## config.mk

```make
export PLATFORM = sky130hd
export DESIGN_NAME = fixed_field_integer_parser_top
export DESIGN_NICKNAME = d
export VERILOG_FILES = /design/src/rtl/ffip_pkg.sv /design/src/rtl/fixed_field_integer_parser_top.sv
export VERILOG_INCLUDE_DIRS = /design/src /design/src/rtl
export SDC_FILE = /design/constraint.sdc
export NUM_CORES = 1
export LEC_CHECK = 0
export BUFFER_PORTS_ARGS = -buffer_cell sky130_fd_sc_hd__buf_2
export CAP_MARGIN = 20
export CELL_PAD_IN_SITES_DETAIL_PLACEMENT = 0
export CELL_PAD_IN_SITES_GLOBAL_PLACEMENT = 1
export CORE_ASPECT_RATIO = 1.25
export CORE_MARGIN = 8
export CORE_UTILIZATION = 43
export DETAILED_ROUTE_END_ITERATION = 16
export PLACE_DENSITY_LB_ADDON = 0.1
export SYNTH_ARGS = -nofsm -noshare
export SYNTH_HDL_FRONTEND = slang
export SYNTH_SLANG_ARGS = --single-unit
```

## constraint.sdc

```tcl
create_clock -name clk -period 5.2 [get_ports clk]
set_clock_uncertainty 0.15 [all_clocks]
set_input_delay 1.04 -clock clk [delete_from_list [all_inputs] [get_ports clk]]
set_output_delay 1.04 -clock clk [all_outputs]
set_load 0.01 [all_outputs]
```

## src/rtl/fixed_field_integer_parser_top_macros.svh

```systemverilog
// Assertion macros for the fixed-field integer parser.
`ifndef FIXED_FIELD_INTEGER_PARSER_TOP_MACROS_SVH
`define FIXED_FIELD_INTEGER_PARSER_TOP_MACROS_SVH

`ifndef SYNTHESIS
// The consequent must hold in the same cycle as the antecedent.
`define FFIP_ASSERT_SAME(label, clk, rst_n, ante, cons) \
    label: assert property (@(posedge clk) disable iff (!rst_n) (ante) |-> (cons)) \
        else $error("assertion failed");
// The consequent must hold in the cycle after the antecedent.
`define FFIP_ASSERT_NEXT(label, clk, rst_n, ante, cons) \
    label: assert property (@(posedge clk) disable iff (!rst_n) (ante) |=> (cons)) \
        else $error("assertion failed");
`else
`define FFIP_ASSERT_SAME(label, clk, rst_n, ante, cons)
`define FFIP_ASSERT_NEXT(label, clk, rst_n, ante, cons)
`endif

`endif

```

## src/rtl/ffip_pkg.sv

```systemverilog
package ffip_pkg;

    localparam int MAX_DIGITS  = 18;
    localparam int ACC_W       = 60;
    localparam int VALUE_W     = 61;
    localparam int COUNT_W     = 5;
    localparam int CHAR_W      = 8;
    localparam int STATUS_W    = 3;

    localparam logic [CHAR_W-1:0] CH_SPACE = 8'h20;
    localparam logic [CHAR_W-1:0] CH_PLUS  = 8'h2B;
    localparam logic [CHAR_W-1:0] CH_MINUS = 8'h2D;
    localparam logic [CHAR_W-1:0] CH_ZERO  = 8'h30;
    localparam logic [CHAR_W-1:0] CH_NINE  = 8'h39;

    typedef enum logic [STATUS_W-1:0] {
        ST_OK        = 3'd0,
        ST_PAST_END  = 3'd1,
        ST_BAD_CHAR  = 3'd2,
        ST_OVERFLOW  = 3'd3,
        ST_SIGN_ONLY = 3'd4
    } status_t;

endpackage

```

## src/rtl/fixed_field_integer_parser_top.sv

```systemverilog
// Fixed-width integer field reader. Each input beat carries one character of the
// field, left to right, with a past-end flag and a last-character mark; blanks are
// skipped, one leading sign is allowed, and up to eighteen digits accumulate. The
// beat marked last produces one output beat with the signed value and a status
// (ok, past end, bad character, too many digits, sign without digits); the value
// is zero whenever the status is not ok. One character is taken every cycle while no
// closing beat waits on a stalled result register; a character passes through an
// input register and then the multiply-by-ten and add into the accumulator, and the
// closing beat writes its value and status into the result register once that
// register is free. Only a stalled output beat holds the input side back.
`include "fixed_field_integer_parser_top_macros.svh"

module fixed_field_integer_parser_top (
    input  logic                              clk,
    input  logic                              rst_n,
    input  logic                              in_valid,
    output logic                              in_ready,
    input  logic [ffip_pkg::CHAR_W-1:0]       char_code,
    input  logic                              past_end,
    input  logic                              last_char,
    output logic                              out_valid,
    input  logic                              out_ready,
    output logic signed [ffip_pkg::VALUE_W-1:0] value,
    output logic [ffip_pkg::STATUS_W-1:0]     status
);
    import ffip_pkg::*;

    // Input register.
    logic                s1_valid_reg;
    logic [CHAR_W-1:0]   s1_char_reg;
    logic                s1_past_reg;
    logic                s1_last_reg;

    // Field state.
    logic [ACC_W-1:0]    acc_reg,   acc_next;
    logic [COUNT_W-1:0]  count_reg, count_next;
    logic                sign_reg,  sign_next;
    logic                neg_reg,   neg_next;
    status_t             err_reg,   err_next;

    // Result register.
    logic                out_valid_reg;
    logic [VALUE_W-1:0]  value_reg, value_next;
    status_t             status_reg, status_next;

    logic                s1_fire;
    logic                is_digit;
    logic [3:0]          digit;
    logic [ACC_W-1:0]    acc_times10;
    logic [VALUE_W-1:0]  mag_ext;

    // A beat that closes a field needs the result register free.
    assign s1_fire  = s1_valid_reg && (!s1_last_reg || !out_valid_reg || out_ready);
    assign in_ready = !s1_valid_reg || s1_fire;

    assign is_digit    = (s1_char_reg >= CH_ZERO) && (s1_char_reg <= CH_NINE);
    assign digit       = 4'(s1_char_reg - CH_ZERO);
    assign acc_times10 = {acc_reg[ACC_W-4:0], 3'b000} + {acc_reg[ACC_W-2:0], 1'b0}
                       + ACC_W'(digit);

    always_comb
    begin
        acc_next   = acc_reg;
        count_next = count_reg;
        sign_next  = sign_reg;
        neg_next   = neg_reg;
        err_next   = err_reg;
        if (s1_past_reg)
        begin
            err_next = ST_PAST_END;
        end
        else if (err_reg == ST_OK && s1_char_reg != CH_SPACE)
        begin
            if ((s1_char_reg == CH_MINUS || s1_char_reg == CH_PLUS) && !sign_reg
                && count_reg == '0)
            begin
                sign_next = 1'b1;
                neg_next  = (s1_char_reg == CH_MINUS);
            end
            else if (is_digit)
            begin
                if (count_reg >= COUNT_W'(MAX_DIGITS))
                begin
                    err_next = ST_OVERFLOW;
                end
                else
                begin
                    count_next = count_reg + 1'b1;
                    acc_next   = acc_times10;
                end
            end
            else
            begin
                err_next = ST_BAD_CHAR;
            end
        end
    end

    assign mag_ext = {1'b0, acc_next};

    always_comb
    begin
        status_next = err_next;
        if (err_next == ST_OK && sign_next && count_next == '0)
        begin
            status_next = ST_SIGN_ONLY;
        end
        if (status_next == ST_OK)
        begin
            value_next = neg_next ? (VALUE_W'(0) - mag_ext) : mag_ext;
        end
        else
        begin
            value_next = '0;
        end
    end

    always_ff @(posedge clk or negedge rst_n)
    begin
        if (!rst_n)
        begin
            s1_valid_reg  <= 1'b0;
            out_valid_reg <= 1'b0;
            acc_reg       <= '0;
            count_reg     <= '0;
            sign_reg      <= 1'b0;
            neg_reg       <= 1'b0;
            err_reg       <= ST_OK;
        end
        else
        begin
            if (in_ready)
            begin
                s1_valid_reg <= in_valid;
            end
            if (s1_fire && s1_last_reg)
            begin
                out_valid_reg <= 1'b1;
            end
            else if (out_ready)
            begin
                out_valid_reg <= 1'b0;
            end
            if (s1_fire)
            begin
                if (s1_last_reg)
                begin
                    acc_reg   <= '0;
                    count_reg <= '0;
                    sign_reg  <= 1'b0;
                    neg_reg   <= 1'b0;
                    err_reg   <= ST_OK;
                end
                else
                begin
                    acc_reg   <= acc_next;
                    count_reg <= count_next;
                    sign_reg  <= sign_next;
                    neg_reg   <= neg_next;
                    err_reg   <= err_next;
                end
            end
        end
    end

    always_ff @(posedge clk)
    begin
        if (in_ready && in_valid)
        begin
            s1_char_reg <= char_code;
            s1_past_reg <= past_end;
            s1_last_reg <= last_char;
        end
        if (s1_fire && s1_last_reg)
        begin
            value_reg  <= value_next;
            status_reg <= status_next;
        end
    end

    assign out_valid = out_valid_reg;
    assign value     = value_reg;
    assign status    = status_reg;

    `FFIP_ASSERT_SAME(a_err_value_zero, clk, rst_n,
        out_valid && status_reg != ST_OK, value_reg == '0)
    `FFIP_ASSERT_SAME(a_count_bound, clk, rst_n,
        1'b1, count_reg <= COUNT_W'(MAX_DIGITS))
    `FFIP_ASSERT_NEXT(a_clear_after_last, clk, rst_n,
        s1_fire && s1_last_reg, acc_reg == '0 && count_reg == '0 && !sign_reg)
    `FFIP_ASSERT_NEXT(a_result_after_last, clk, rst_n,
        s1_fire && s1_last_reg, out_valid_reg)

endmodule

```

==> results.json <==
{
  "min_from": "acc_reg[59]",
  "final_layout_size_suffix_gt1_share_pct": 17.4,
  "grt_overflow": 0,
  "ys_warn_count": 0,
  "synth.ff_latch_count": 146,
  "cpMostUsedCell": "ha_1",
  "cp.required_ns": 5.23,
  "grt_setup_unrepaired": "true",
  "place_ws_ns": 0.0791,
  "power.total_w": 0.00280,
  "clock.fmax_mhz": 199,
  "start_util_pct": 43.7,
  "cts-root-buf": "clkbuf_16",
  "ys_seq_area_share_pct": 30.6,
  "antenna_cells": 0,
  "synth_area_leaders": "edfxtp_1, dfrtp_1, ha_1, nand2_1, a21oi_1",
  "vias_per_cell": 6.10,
  "cts_buffers": 17,
  "grt_max_degree": 71,
  "nets": 1782,
  "drv_cap": 0,
  "die_w_um": 172,
  "clkTransAtPathRegs_ns": 0.06,
  "rows": 71,
  "max_slew_margin_pct": 33.2,
  "io_buffers": 79,
  "critPathTopFamily": "simple AND/OR/NAND/NOR gates",
  "critical_path.cell_chain": "ha_1 > ha_1 > inv_1 > fa_1 > nor2b_1 > o31a_1 > o21ai_1 > a21boi_0 > or3_2 > a311oi_2 > nand4b_1 > or4_4 > nor4_4 > buf_4 > a41oi_1 > mux2i_1",
  "yosysTopAreaCellShare_pct": 16.9,
  "wl_met2_um": 23400,
  "fin_ws_ns": 0.183,
  "status": "finished clean",
  "drtIter0Drc": 857,
  "synth_area_mm2": 0.0132,
  "async_flop_share_pct": 49.3,
  "worst-path-max-fanout": 10,
  "clock_path_buffers": 2,
  "dpl.hpwl_um": 36200,
  "rr_endpoint": "value[56]",
  "synth.most_common_cell": "nand2_1",
  "clock-sinks": 146,
  "drt-pass1-iter-count": 5,
  "holdBufCountCts": 0,
  "top_layer": "met4",
  "synthCells": 1532,
  "dr_wl_met3_um": 1420,
  "wire_per_inst_um": 22.8,
  "grt_pass1_wl_um": 72900,
  "insertion_delay_ns": 0.45,
  "yosysTopAreaCell": "edfxtp_1",
  "grt_use_total_pct": 26.0,
  "ant_nets": 0,
  "die_h_um": 212,
  "synth_flop_cell": "edfxtp_1",
  "synth.net_count": 1666,
  "hp-class": "reg -> reg",
  "crit_path_end_kind": "flop",
  "fin_crit_ns": 5.02,
  "worst_pin_slew_ns": 1.00,
  "peakVddDrop_v": 0.000135,
  "antenna_found_initial": 0,
  "p_per_area_mw_per_mm2": 186,
  "yosys-top-cells-count": "nand2_1, nor2_1, ha_1",
  "dieArea_mm2": 0.0365,
  "slew_viol_final": 0,
  "synth_edf_count": 74,
  "setup_viol": 0,
  "hold_violations": 0,
  "worstReg2RegStart": "acc_reg[1]",
  "cts_tree": "done",
  "hold_end": "acc_reg[59]",
  "reg2reg_slack_ns": 0.18,
  "syn_to_final_growth_pct": 14.4,
  "largest_reg_flops": 61,
  "routed_wirelength_um": 47000,
  "crit_path_top_delay_cell": "or4_4",
  "crit_type": "reg -> reg",
  "reg2reg_depth": 16,
  "vias": 12579,
  "gp_congestion": 0.956,
  "critPathMaxStageDelay_ns": 0.58,
  "cts-htree-levels": 4,
  "avgSynthCellArea_um2": 8.59,
  "start_kind": "flop",
  "synth_cell_types": 106,
  "p_leak_nw": 6.32,
  "post-route-period-util_pct": 96.5,
  "met1Wirelength_um": 18900,
  "drc": 0,
  "hold_depth": 1,
  "core_area_mm2": 0.0301,
  "path_buf_inv": 2,
  "grt_pass1_vias": 12906,
  "cp.arrival_ns": 5.05,
  "ios": 80
}
[cells in the final DEF (no fill, tap or decap), types with 24 or more instances in the layout]
| master | count |
|---|---|
| a21oi_1 | 108 |
| a22o_1 | 27 |
| a31oi_1 | 35 |
| buf_2 | 78 |
| buf_4 | 94 |
| dfrtp_1 | 72 |
| edfxtp_1 | 74 |
| ha_1 | 118 |
| inv_1 | 28 |
| nand2_1 | 176 |
| nand3_1 | 29 |
| nand4_1 | 44 |
| nor2_1 | 133 |
| nor3_1 | 40 |
| o21a_1 | 24 |
| o21ai_0 | 103 |
| or3_1 | 27 |
| xnor2_1 | 27 |
| xor2_1 | 29 |
[worst reg2reg max path: cells and delay by family (launching register included)]
kind | cells | cell delay [ns]
AOI/OAI and AO/OA | 5 | 1.41
adders and majority gates | 3 | 0.77
buffers and inverters | 2 | 0.29
DFF | 1 | 0.45
muxes | 1 | 0.16
and+or+nand+nor | 5 | 1.53
[routing by layer]
metal  up-vias  track usage (%)
met1      6019             29.4
met2       336             45.6
met3       124             2.83
met4         0             17.3
li1       6100                -
met5         -                0
[stage by stage]
stage / cells / utilization [%] / hold slack, ns / setup TNS (ns) / cell area [um2]
after global placement: 2028 / 47.7 / 0.340 / 0 / 14400
after global routing: 2062 / 50.0 / 0.388 / -0.194 / 15000
after floorplan: 1532 / - / 0.316 / 0 / 13200
after CTS: 2060 / 49.6 / 0.364 / 0 / 14900
after detailed placement: 2028 / 47.7 / 0.346 / 0 / 14400
final: 2062 / 50.0 / 0.362 / 0 / 15000
[power breakdown]
part           total, W  internal (W)  switching, W
clock           0.00126      0.000712      0.000548
combinational  0.000279     0.0000867      0.000192
sequential      0.00127       0.00125     0.0000180
total           0.00280       0.00205      0.000758
[cell type report]
cell class                      instances  area, um2
Clock buffer                           20        437
Clock inverter                         12        131
Fill cell                            2945      15100
Inverter                               28        105
Multi-Input combinational cell       1280       8690
Sequential cell                       146       4020
Tap cell                              401        502
Timing Repair Buffer                  175       1160
[logic make-up after synthesis]
logic type      after synthesis  synth area share, %
compound gates              501                 25.8
simple gates                575                 22.0
buf+inv                     106                 4.16
flops                       146                 30.6
mux                          28                 2.18
fa+ha+maj                   120                 11.5
xor+xnor                     56                 3.73
[repair_timing]
| item | in CTS | in global routing |
|---|---|---|
| resized for setup | 0 | 25 |
| setup buffers | 0 | 2 |
| endpoints found under the setup margin | 0 | 17 |
[how the worst max path moves through the flow]
stage	from	endpoint	slack [ns]	depth (start not counted)
2_1_floorplan	count_reg[0]	value[54]	0.07	21
3_3_place_gp	acc_reg[16]	value[56]	0.09	14
3_5_place_dp	acc_reg[15]	value[54]	0.08	15
4_1_cts	acc_reg[15]	value[56]	0.04	15
5_1_grt	acc_reg[0]	value[54]	-0.06	17
6_report	acc_reg[1]	value[56]	0.18	16
Power figures use the tool's default switching activity.
